File: config.mk
export PLATFORM = sky130hd
export DESIGN_NAME = dual_battery_low_detector
export DESIGN_NICKNAME = d
export VERILOG_FILES = /design/src/hdl/dbld_pkg.sv /design/src/hdl/dbld_cfg_regs.sv /design/src/hdl/dbld_accum.sv /design/src/hdl/dbld_out_reg.sv /design/src/hdl/dual_battery_low_detector.sv
export SDC_FILE = /design/constraint.sdc
export NUM_CORES = 1
export LEC_CHECK = 0
export ABC_CLOCK_PERIOD_IN_PS = 5200
export BUFFER_PORTS_ARGS = -buffer_cell sky130_fd_sc_hd__buf_2
export CORE_MARGIN = 3
export CORE_UTILIZATION = 30
export DETAILED_ROUTE_END_ITERATION = 6
export SYNTH_ARGS = -nofsm -noshare
export SYNTH_HDL_FRONTEND = slang
export SYNTH_SLANG_ARGS = --single-unit
File: constraint.sdc
create_clock -name clk -period 5.2 [get_ports clk]
set_clock_uncertainty 0.15 [all_clocks]
set_input_delay 1.3 -clock clk [delete_from_list [all_inputs] [get_ports clk]]
set_output_delay 1.3 -clock clk [all_outputs]
set_load 0.02 [all_outputs]
File: src/hdl/dbld_pkg.sv
package dbld_pkg;

	// Number of cells per battery in one sample.
	localparam int unsigned CELLS = 4;

	localparam int unsigned MV_W = 16;
	localparam int unsigned HYST_W = 10;
	localparam int unsigned CNT_W = $clog2(CELLS + 1);
	localparam int unsigned CFG_IDX_W = 4;

	localparam logic [MV_W-1:0] CELL_MIN_MV = MV_W'(2800);
	localparam logic [MV_W-1:0] CELL_MAX_MV = MV_W'(4500);

	localparam logic [MV_W-1:0] LOW_THRESH_RST = MV_W'(3300);
	localparam logic [HYST_W-1:0] HYST_RST = HYST_W'(100);

	// A battery is connected when at least half its cells read in range.
	localparam logic [CNT_W-1:0] CONNECT_MIN = CNT_W'(CELLS / 2);
	localparam logic [CNT_W-1:0] CNT_MAX = CNT_W'(CELLS);

	typedef enum logic [CFG_IDX_W-1:0] {
		REG_LOW_THRESH = CFG_IDX_W'(0),
		REG_HYST = CFG_IDX_W'(1)
	} cfg_reg_t;

	typedef struct packed {
		logic [MV_W-1:0] low_thresh_mv;
		logic [HYST_W-1:0] hyst_mv;
	} cfg_t;

	typedef struct packed {
		logic combined_low;
		logic first_connected;
		logic second_connected;
	} result_t;

endpackage

File: src/hdl/dbld_cfg_regs.sv
module dbld_cfg_regs
	import dbld_pkg::*;
(
	input  logic                 clk,
	input  logic                 arst_n,
	input  logic                 cfg_valid,
	output logic                 cfg_ready,
	input  logic [CFG_IDX_W-1:0] cfg_index,
	input  logic [MV_W-1:0]      cfg_data,
	output cfg_t                 cfg
);

	cfg_t cfg_q;

	assign cfg_ready = 1'b1;
	assign cfg = cfg_q;

	// Writes to an index outside the register list are dropped.
	always_ff @(posedge clk or negedge arst_n) begin
		if (!arst_n) begin
			cfg_q.low_thresh_mv <= LOW_THRESH_RST;
			cfg_q.hyst_mv <= HYST_RST;
		end else if (cfg_valid && cfg_ready) begin
			case (cfg_reg_t'(cfg_index))
				REG_LOW_THRESH: cfg_q.low_thresh_mv <= cfg_data;
				REG_HYST: cfg_q.hyst_mv <= cfg_data[HYST_W-1:0];
				default: ;
			endcase
		end
	end

endmodule

File: src/hdl/dbld_accum.sv
module dbld_accum
	import dbld_pkg::*;
(
	input  logic            clk,
	input  logic            arst_n,
	input  logic            cell_valid,
	output logic            cell_stall,
	input  logic [MV_W-1:0] cell_mv,
	input  logic            battery_sel,
	input  logic            last_cell,
	input  cfg_t            cfg,
	input  logic            res_ready,
	output logic            res_valid,
	output result_t         res
);

	logic            valid_s1;
	logic [MV_W-1:0] cell_mv_s1;
	logic            battery_sel_s1;
	logic            last_cell_s1;

	logic             low_state_q;
	logic [CNT_W-1:0] cnt_first_q, cnt_second_q;
	logic             any_low_first_q, any_low_second_q;

	logic             fire;
	logic             accept;
	logic [MV_W:0]    thresh_sum;
	logic [MV_W-1:0]  thresh_act;
	logic             in_range, is_low;
	logic [CNT_W-1:0] cnt_first_nxt, cnt_second_nxt;
	logic             any_low_first_nxt, any_low_second_nxt;
	logic             conn_first, conn_second, low_nxt;

	// A last cell leaves stage 1 only when the result register can take it.
	assign fire = valid_s1 && (!last_cell_s1 || res_ready);
	assign cell_stall = valid_s1 && !fire;
	assign accept = cell_valid && !cell_stall;

	always_comb begin
		thresh_sum = {1'b0, cfg.low_thresh_mv} + (MV_W + 1)'(cfg.hyst_mv);
		if (!low_state_q) begin
			thresh_act = cfg.low_thresh_mv;
		end else if (thresh_sum[MV_W]) begin
			thresh_act = '1;
		end else begin
			thresh_act = thresh_sum[MV_W-1:0];
		end

		in_range = (cell_mv_s1 >= CELL_MIN_MV) && (cell_mv_s1 <= CELL_MAX_MV);
		is_low = cell_mv_s1 < thresh_act;

		cnt_first_nxt = cnt_first_q;
		cnt_second_nxt = cnt_second_q;
		any_low_first_nxt = any_low_first_q;
		any_low_second_nxt = any_low_second_q;
		if (battery_sel_s1) begin
			if (in_range && (cnt_second_q < CNT_MAX)) begin
				cnt_second_nxt = cnt_second_q + CNT_W'(1);
			end
			any_low_second_nxt = any_low_second_q || is_low;
		end else begin
			if (in_range && (cnt_first_q < CNT_MAX)) begin
				cnt_first_nxt = cnt_first_q + CNT_W'(1);
			end
			any_low_first_nxt = any_low_first_q || is_low;
		end

		conn_first = cnt_first_nxt >= CONNECT_MIN;
		conn_second = cnt_second_nxt >= CONNECT_MIN;
		priority if (conn_first && conn_second) begin
			low_nxt = any_low_first_nxt && any_low_second_nxt;
		end else if (conn_first) begin
			low_nxt = any_low_first_nxt;
		end else if (conn_second) begin
			low_nxt = any_low_second_nxt;
		end else begin
			low_nxt = 1'b0;
		end
	end

	assign res_valid = fire && last_cell_s1;
	assign res.combined_low = low_nxt;
	assign res.first_connected = conn_first;
	assign res.second_connected = conn_second;

	always_ff @(posedge clk or negedge arst_n) begin
		if (!arst_n) begin
			valid_s1 <= 1'b0;
		end else if (accept) begin
			valid_s1 <= 1'b1;
		end else if (fire) begin
			valid_s1 <= 1'b0;
		end
	end

	always_ff @(posedge clk) begin
		if (accept) begin
			cell_mv_s1 <= cell_mv;
			battery_sel_s1 <= battery_sel;
			last_cell_s1 <= last_cell;
		end
	end

	always_ff @(posedge clk or negedge arst_n) begin
		if (!arst_n) begin
			low_state_q <= 1'b0;
			cnt_first_q <= '0;
			cnt_second_q <= '0;
			any_low_first_q <= 1'b0;
			any_low_second_q <= 1'b0;
		end else if (fire) begin
			if (last_cell_s1) begin
				low_state_q <= low_nxt;
				cnt_first_q <= '0;
				cnt_second_q <= '0;
				any_low_first_q <= 1'b0;
				any_low_second_q <= 1'b0;
			end else begin
				cnt_first_q <= cnt_first_nxt;
				cnt_second_q <= cnt_second_nxt;
				any_low_first_q <= any_low_first_nxt;
				any_low_second_q <= any_low_second_nxt;
			end
		end
	end

endmodule

File: src/hdl/dbld_out_reg.sv
module dbld_out_reg
	import dbld_pkg::*;
(
	input  logic    clk,
	input  logic    arst_n,
	input  logic    res_valid,
	input  result_t res,
	output logic    res_ready,
	output logic    result_valid,
	input  logic    result_stall,
	output logic    combined_low,
	output logic    first_connected,
	output logic    second_connected
);

	logic    valid_q;
	result_t res_q;

	assign res_ready = !valid_q || !result_stall;

	always_ff @(posedge clk or negedge arst_n) begin
		if (!arst_n) begin
			valid_q <= 1'b0;
		end else if (res_valid) begin
			valid_q <= 1'b1;
		end else if (!result_stall) begin
			valid_q <= 1'b0;
		end
	end

	always_ff @(posedge clk) begin
		if (res_valid) begin
			res_q <= res;
		end
	end

	assign result_valid = valid_q;
	assign combined_low = res_q.combined_low;
	assign first_connected = res_q.first_connected;
	assign second_connected = res_q.second_connected;

endmodule

File: src/hdl/dual_battery_low_detector.sv
// A last cell is held in stage 1, and its result is then registered in the result
// register, from which it is offered on the result ports.
// Throughput: one cell per cycle; the result register frees itself in the cycle
// it is taken, so a stalled result blocks input only when a last cell waits behind it.
// Reset: arst_n clears the low state, counters, valid bits and loads the register
// defaults (threshold 3300 mV, hysteresis 100 mV).
module dual_battery_low_detector
	import dbld_pkg::*;
(
	input  logic                 clk,
	input  logic                 arst_n,
	input  logic                 cfg_valid,
	output logic                 cfg_ready,
	input  logic [CFG_IDX_W-1:0] cfg_index,
	input  logic [MV_W-1:0]      cfg_data,
	input  logic                 cell_valid,
	output logic                 cell_stall,
	input  logic [MV_W-1:0]      cell_mv,
	input  logic                 battery_sel,
	input  logic                 last_cell,
	output logic                 result_valid,
	input  logic                 result_stall,
	output logic                 combined_low,
	output logic                 first_connected,
	output logic                 second_connected
);

	// The configuration registers are always ready; a transfer to an index
	// outside the register list changes nothing.
	cfg_t    cfg;
	logic    res_valid;
	logic    res_ready;
	result_t res;

	dbld_cfg_regs u_cfg (
		.clk       (clk),
		.arst_n    (arst_n),
		.cfg_valid (cfg_valid),
		.cfg_ready (cfg_ready),
		.cfg_index (cfg_index),
		.cfg_data  (cfg_data),
		.cfg       (cfg)
	);

	// Stage 1 holds one cell. Its compares and counter updates run while it
	// sits there, and the per-sample state moves on as the cell leaves. A
	// last cell also produces the connected flags and the new low state,
	// which then sets the threshold for the next cell behind it.
	dbld_accum u_accum (
		.clk         (clk),
		.arst_n      (arst_n),
		.cell_valid  (cell_valid),
		.cell_stall  (cell_stall),
		.cell_mv     (cell_mv),
		.battery_sel (battery_sel),
		.last_cell   (last_cell),
		.cfg         (cfg),
		.res_ready   (res_ready),
		.res_valid   (res_valid),
		.res         (res)
	);

	// The result register parts the input side from the result channel.
	dbld_out_reg u_out (
		.clk              (clk),
		.arst_n           (arst_n),
		.res_valid        (res_valid),
		.res              (res),
		.res_ready        (res_ready),
		.result_valid     (result_valid),
		.result_stall     (result_stall),
		.combined_low     (combined_low),
		.first_connected  (first_connected),
		.second_connected (second_connected)
	);

endmodule

# Word level (Yosys, flattened, before mapping)

Cells that the tools add are included.

Flip-flop bits (word level): 58
Input port bits: 43
Logic and storage cells: 69

Add/sub/neg operators: 3
Magnitude comparators: 7
Equality and inequality tests: 2
Multiplexer cells: 19
Reduce and logical (&&, ||, !) cells: 23

Operator list:

| cell                   | count |
|---|---|
| $mux W16               | 2 |
| $mux W3                | 6 |
| $add A16 B10 Y17       | 1 |
| $ge A16 B12 Y1 const B | 1 |
| $le A16 B13 Y1 const B | 1 |
| $lt A16 B16 Y1         | 1 |
| $mux W1                | 11 |
| $logic_and A1 B1 Y1    | 9 |
| $add A3 B1 Y3 const B  | 2 |
| $ge A3 B2 Y1 const B   | 2 |
| $lt A3 B3 Y1 const B   | 2 |
| $reduce_and A2 Y1      | 3 |
| $logic_not A1 Y1       | 5 |
| $eq A4 B1 Y1 const B   | 1 |
| $logic_not A4 Y1       | 1 |
| $logic_or A1 B1 Y1     | 4 |
| $ne A2 B1 Y1 const B   | 1 |
| $reduce_bool A2 Y1     | 1 |

# Longest topological paths before layout

Word-level depth: 9
Gate-level depth with buffers: 17
Depth with buffers taken out: 17

# By module

A second synthesis with hierarchy kept.

Cell total of the unflattened synthesis: 299
Area total of the unflattened synthesis: 3483.3 um2

Modules (own cells, without submodules):

| module        | times used | cells an instance | area an instance (um2) |
|---|---|---|---|
| dbld_accum    | 1          | 234               | 2285.9 |
| dbld_cfg_regs | 1          | 59                | 1071.0 |
| dbld_out_reg  | 1          | 6                 | 126.4 |

# Worst setup path after synthesis

OpenSTA, ideal clock, no wires.

Path kind: reg-to-reg
From: register u_cfg.cfg_q, in the netlist u_cfg.cfg[10]
To: register u_out.res_q, in the netlist u_out.combined_low (data pin)
Library setup time: 0.157 ns
Arrival: 3.477 ns
Required time: 4.893 ns
Setup slack: 1.416 ns
Cell stages (with the launch flop): 16
Path buffers: 0
Clock period less this slack: 3.784 ns
Path through: dfrtp_1 > ha_1 > fa_1 > a211oi_1 > nor2_1 > a31o_2 > nor2_1 > o21ai_1 > o22ai_1 > ha_1 > a211o_1 > a2111oi_4 > o21ai_2 > a211oi_4 > a21oi_1 > nor3_1

Cells in the longest elaborated chain, start to end: 9
Elaborated cells between the ends (all ways): 12
Those cells by class: 1 x add/sub; 1 x order compare; 7 x mux; 3 x reduce/logical

RTL lines:

| item                      | RTL line            | source |
|---|---|---|
| start, declared           | dbld_cfg_regs.sv:13 | `cfg_t cfg_q;` |
| $add A16 B10 Y17          | dbld_accum.sv:41    | `thresh_sum = {1'b0, cfg.low_thresh_mv} + (MV_W + 1)'(cfg.hyst_mv);` |
| $mux W16                  | dbld_accum.sv:44    | `end else if (thresh_sum[MV_W]) begin` |
| $mux W16 (*)              | dbld_accum.sv:42    | `if (!low_state_q) begin` |
| $lt A16 B16 Y1 (*)        | dbld_accum.sv:51    | `is_low = cell_mv_s1 < thresh_act;` |
| $logic_or A1 B1 Y1        | dbld_accum.sv:61    | `any_low_second_nxt = any_low_second_q \|\| is_low;` |
| $mux W1                   | dbld_accum.sv:57    | `if (battery_sel_s1) begin` |
| $mux W1                   | dbld_accum.sv:75    | `end else if (conn_second) begin` |
| $mux W1                   | dbld_accum.sv:73    | `end else if (conn_first) begin` |
| $mux W1 (*)               | dbld_accum.sv:71    | `priority if (conn_first && conn_second) begin` |
| named net u_accum.low_nxt | dbld_accum.sv:33    | `logic conn_first, conn_second, low_nxt;` |
| end signal, assigned      | dbld_out_reg.sv:33  | `res_q <= res;` |
| end, declared             | dbld_out_reg.sv:17  | `result_t res_q;` |

Mark *: on every way through the listed nets, which the timed path passes. The rest lies on a longest branch.
A chain may end at the register's enable or synchronous reset.

# Worst setup path in the final report

Ends and elaborated chain as after synthesis.

==> results.env <==
GR-USAGE-ALL-LAYERS_PCT=11.8
ARRIVAL_NS=4.21
VIA_COUNT_OF_THE_FIRST_GLOBAL_ROUTING_PASS=2484
PROPORTION_OF_LAYOUT_CELLS_WITH_A_DRIVE_SUFFIX_ABOVE_1_PCT=29.6
FIRST_PASS_GRT_WIRE_LENGTH_MM=12.0
GRT_SETUP_UNREPAIRED='false'
SYN-INSTANCE-COUNT=299
SYNTHESIS.AREA_MM2=0.00336
GRT_OVERFLOW_TOTAL=0
FIN_NETS=424
POST_SYNTH_FA_HA_MAJ_AREA_FRACTION_PCT=10.6
POWER.DENSITY_CELL_AREA_mW_PER_MM2=412
FLOORPLAN.INITIALDENSITY_PCT=30.9
SEQUENTIAL_AREA_MM2=0.00157
TRITONCTS_CLOCK_TREE='yes'
CTS.SINKS=58
CRITPATHREQUIREDTIME_NS=5.22
ROWS=38
DIE_WIDTH_UM=112
POSTSYNTHAREAPERCELL_UM2=11.3
WORSTSETUPENDPOINTTYPE='flop'
DPL.HPWL_MM=5.38
GPL.FINAL_WEIGHTED_CONGESTION=0.850
LARGEST_FAMILY_OF_LOGIC_CELLS_BY_SYNTHESIZED_AREA='compound AO/OA/AOI/OAI gates'
WL_PER_CELL_UM=13.9
RUN_STATUS='complete, no violations'
DRT-PASS1-ITER-COUNT=4
COMMONEST_REGISTER_CELL_AFTER_SYNTHESIS='sky130_fd_sc_hd__dfrtp_1'
CLOCK.FMAX_MHz=239
MIN_PATH_TYPE='reg2reg'
WORST_SLEW_MARGIN_REL_PCT=28.1
IO_PINS=49
SYNTH-ASYNC-RESET-RATIO_PCT=63.8
CTS.HOLD.BUFFERS_ADDED=0
SETUP-VIOLATIONS-FINAL=0
CLKLATENCYLATEPIN_NS=0.34
MULTIINPUTGATEAREA_MM2=0.00176
WORSTREGTOREGCELLS=15
GRT_START_MAX_NET_PINS=38
SYNTH_MUX_AREA_SHARE_PCT=11.7
FINALCRITPERIODSHARE_PCT=80.4
FINALHOLDVIOLATIONS=0
YOSYS_WARNINGS=0
CTSROOTBUFFERMASTER='sky130_fd_sc_hd__clkbuf_8'
CRIT_TYPE='reg2reg'
FINAL-MAX-SLEW-VIOLATION-COUNT=0
PORTBUFFERS=47
NUMBER_OF_ANTENNA_VIOLATIONS_AT_THE_FIRST_CHECK_IN_GLOBAL_ROUTING=0
ANTENNA_LEFT=0
YOSYSSEQAREASHARE_PCT=46.6
CLK_PATH_BUF_DEPTH=2
POST_SYNTHESIS_CELL_TYPE_COUNT=52
SYNTH-EDFF-COUNT=21
CORE_AREA_MM2=0.0109
DIE-AREA_MM2=0.0125
YS_SEQ_ELEMENTS=58
CHIPHEIGHT_UM=112
SYNTHESIZED_AREA_FRACTION_OCCUPIED_BY_XOR_AND_XNOR_CELLS_PCT=1.82
CRIT_FANOUT=9
VDD_DROP_MAX_uV=160
POST-CTS-SETUP-BUFFER-COUNT=0
SYNTHESIZED_AREA_FRACTION_OCCUPIED_BY_AO_OA_AOI_AND_OAI_CELLS_PCT=14.1
SYNTHTOLAYOUTAREAGROWTH_PCT=17.7
ANTENNA_CELL_COUNT=0
CTS.REPORTEDPATHS.CLKPINSLEW_NS=0.07
KIND_OF_START_POINT_OF_THE_CRITICAL_PATH='flop'
CTS_INSERTED_BUFFERS=9
HOLDPATHSTAGES=2
RESIZE_COUNT_POST_CTS=0
CTSHTREEMAXLEVEL=3
HOLD_WS_NS=0.346
MAPPEDNETLISTNETS=370
WORST_SLEW_PIN_SLEW_NS=1.07
TOTALWIRELENGTH_MM=6.95
FILLER_CELL_COUNT=1082
DRT-VIAS-PER-INSTANCE=4.87
YOSYS.AREA_SHARE.SIMPLE_PCT=13.6
DRV.MAX_CAP_VIOLATION_COUNT=0
P_LEAK_nW=1.71
VIAS=2423
DRT_ITER0_DRC=118
POST-ROUTE-DRC-COUNT=0
FINAL_PERIOD_MINUS_WORST_SETUP_SLACK_NS=4.18
SETUP_TOTAL_NEGATIVE_SLACK_NS=0
[cells in the final DEF, fill, tap and decap left out, types with 2 or more instances in the layout]
master	instances
sky130_fd_sc_hd__a211oi_1	4
sky130_fd_sc_hd__a21o_1	2
sky130_fd_sc_hd__a21oi_1	16
sky130_fd_sc_hd__a31oi_1	5
sky130_fd_sc_hd__and2_1	3
sky130_fd_sc_hd__and3_1	2
sky130_fd_sc_hd__buf_2	47
sky130_fd_sc_hd__clkbuf_8	10
sky130_fd_sc_hd__clkinv_2	3
sky130_fd_sc_hd__dfrtp_1	28
sky130_fd_sc_hd__dfstp_2	9
sky130_fd_sc_hd__edfxtp_1	21
sky130_fd_sc_hd__ha_1	27
sky130_fd_sc_hd__inv_1	8
sky130_fd_sc_hd__mux2_2	27
sky130_fd_sc_hd__mux2i_1	9
sky130_fd_sc_hd__nand2_1	21
sky130_fd_sc_hd__nand2b_1	8
sky130_fd_sc_hd__nand3_1	11
sky130_fd_sc_hd__nand4_1	5
sky130_fd_sc_hd__nor2_1	19
sky130_fd_sc_hd__nor2b_1	4
sky130_fd_sc_hd__nor3_1	7
sky130_fd_sc_hd__o211ai_1	3
sky130_fd_sc_hd__o21a_1	3
sky130_fd_sc_hd__o21ai_0	12
sky130_fd_sc_hd__o21bai_1	2
sky130_fd_sc_hd__o22ai_1	9
sky130_fd_sc_hd__xnor2_1	4
sky130_fd_sc_hd__xor2_1	3
[power breakdown]
group          internal, mW  leakage (nW)  total, mW  switching [mW]
clock network         0.233         0.103      0.410           0.177
logic                 0.272         0.956      0.570           0.297
registers             0.568         0.650      0.651          0.0833
[cell usage after synthesis, drive strengths merged (2+ instances only)]
cell type	n	area share, %
o21bai	2	0.45
xnor2	4	1.0
nand4	5	0.93
nand2b	8	1.5
a21oi	16	2.4
a2111oi	2	1.1
ha	27	10
mux2	27	9.0
nor3	7	1.0
clkbuf	3	0.33
and2	3	0.56
o21ai	14	2.2
and3	2	0.37
nor4	2	0.56
o22ai	9	1.7
xor2	3	0.78
a21o	2	0.45
o21a	3	0.67
o211ai	3	0.67
nor2b	4	0.74
nor2	19	2.1
edfxtp	21	19
nand3	12	2.2
a211oi	5	1.5
dfrtp	28	21
inv	8	0.89
a31oi	5	0.93
dfstp	9	7.0
mux2i	9	2.7
nand2	21	2.3
[state kept, by name, indices dropped and copies added (netlist names)]
| register | flops |
|---|---|
| u_out.combined_low | 1 |
| u_accum.valid_s1 | 1 |
| u_accum.low_state_q | 1 |
| u_accum.cnt_second_q | 3 |
| u_accum.battery_sel_s1 | 1 |
| u_accum.last_cell_s1 | 1 |
| u_out.second_connected | 1 |
| u_cfg.cfg | 26 |
| u_accum.any_low_first_q | 1 |
| u_out.result_valid | 1 |
| u_accum.cnt_first_q | 3 |
| u_out.first_connected | 1 |
| u_accum.cell_mv_s1 | 16 |
| u_accum.any_low_second_q | 1 |
[area by class of cell]
cell class              count  area share [%]
clock buffers              11            3.57
multi-input cells         229            44.4
flip-flops and latches     58            39.6
well taps                 140            4.42
repair buffers             47            5.94
inverters                   8           0.758
clock inverters             5            1.36
[cells by family (layout without fill, tap and decap cells)]
family / Yosys count / after routing
AND/OR/NAND/NOR: 88 / 88
adder cells (fa/ha/maj): 28 / 28
multiplexers: 36 / 36
other: 1 / 1
flip-flops: 58 / 58
buffers and inverters: 12 / 71
XOR/XNOR: 7 / 7
AO/OA/AOI/OAI: 69 / 69
[worst max-delay path, cell delays in order, from the launching register on]
cell                        delay, ns
sky130_fd_sc_hd__dfrtp_1         0.40
sky130_fd_sc_hd__ha_1            0.21
sky130_fd_sc_hd__fa_1            0.43
sky130_fd_sc_hd__a211oi_1        0.29
sky130_fd_sc_hd__nor2_1          0.11
sky130_fd_sc_hd__a31o_2          0.29
sky130_fd_sc_hd__nor2_1          0.09
sky130_fd_sc_hd__o21ai_1         0.21
sky130_fd_sc_hd__o22ai_1         0.22
sky130_fd_sc_hd__ha_1            0.27
sky130_fd_sc_hd__a211o_1         0.33
sky130_fd_sc_hd__a2111oi_4       0.30
sky130_fd_sc_hd__o21ai_2         0.12
sky130_fd_sc_hd__a211oi_4        0.29
sky130_fd_sc_hd__a21oi_1         0.13
sky130_fd_sc_hd__nor3_1          0.18
[through the flow]
| stage | worst slack (ns) | total power, mW | instance area (µm²) | util (%) | cells |
|---|---|---|---|---|---|
| 2_1_floorplan | 1.42 | 1.09 | 3360 | - | 299 |
| 3_3_place_gp | 1.17 | 1.21 | 3760 | 34.6 | 482 |
| 3_5_place_dp | 1.06 | 1.22 | 3760 | 34.6 | 482 |
| 4_1_cts | 0.990 | 1.65 | 3960 | 36.4 | 498 |
| 5_1_grt | 0.659 | 1.76 | 3960 | 36.4 | 498 |
| 6_report | 1.02 | 1.63 | 3960 | 36.4 | 498 |
[worst paths after layout]
| kind | start | end | slack [ns] |
|---|---|---|---|
| max | u_cfg.cfg[10] | u_out.combined_low | 1.02 |
| min | u_accum.any_low_first_q | u_accum.any_low_first_q | 0.35 |
| max reg2reg | u_cfg.cfg[10] | u_out.combined_low | 1.02 |
| min reg2reg | u_accum.any_low_first_q | u_accum.any_low_first_q | 0.35 |
| max in group asynchronous | arst_n | u_cfg.cfg[7] | 3.45 |
| min in group asynchronous | arst_n | u_accum.cnt_second_q[1] | 0.92 |
[metal layers]
layer	vias up	wire length (µm)	share of wire [%]	global-route usage, %
met5	-	0	0	0
met4	0	89	1.3	4.87
met3	9	208	3.0	2.12
met2	43	3120	45	18.0
met1	1136	3530	51	16.4
li1	1235	-	-	-
No activity file was read; power rests on OpenSTA's default activity.
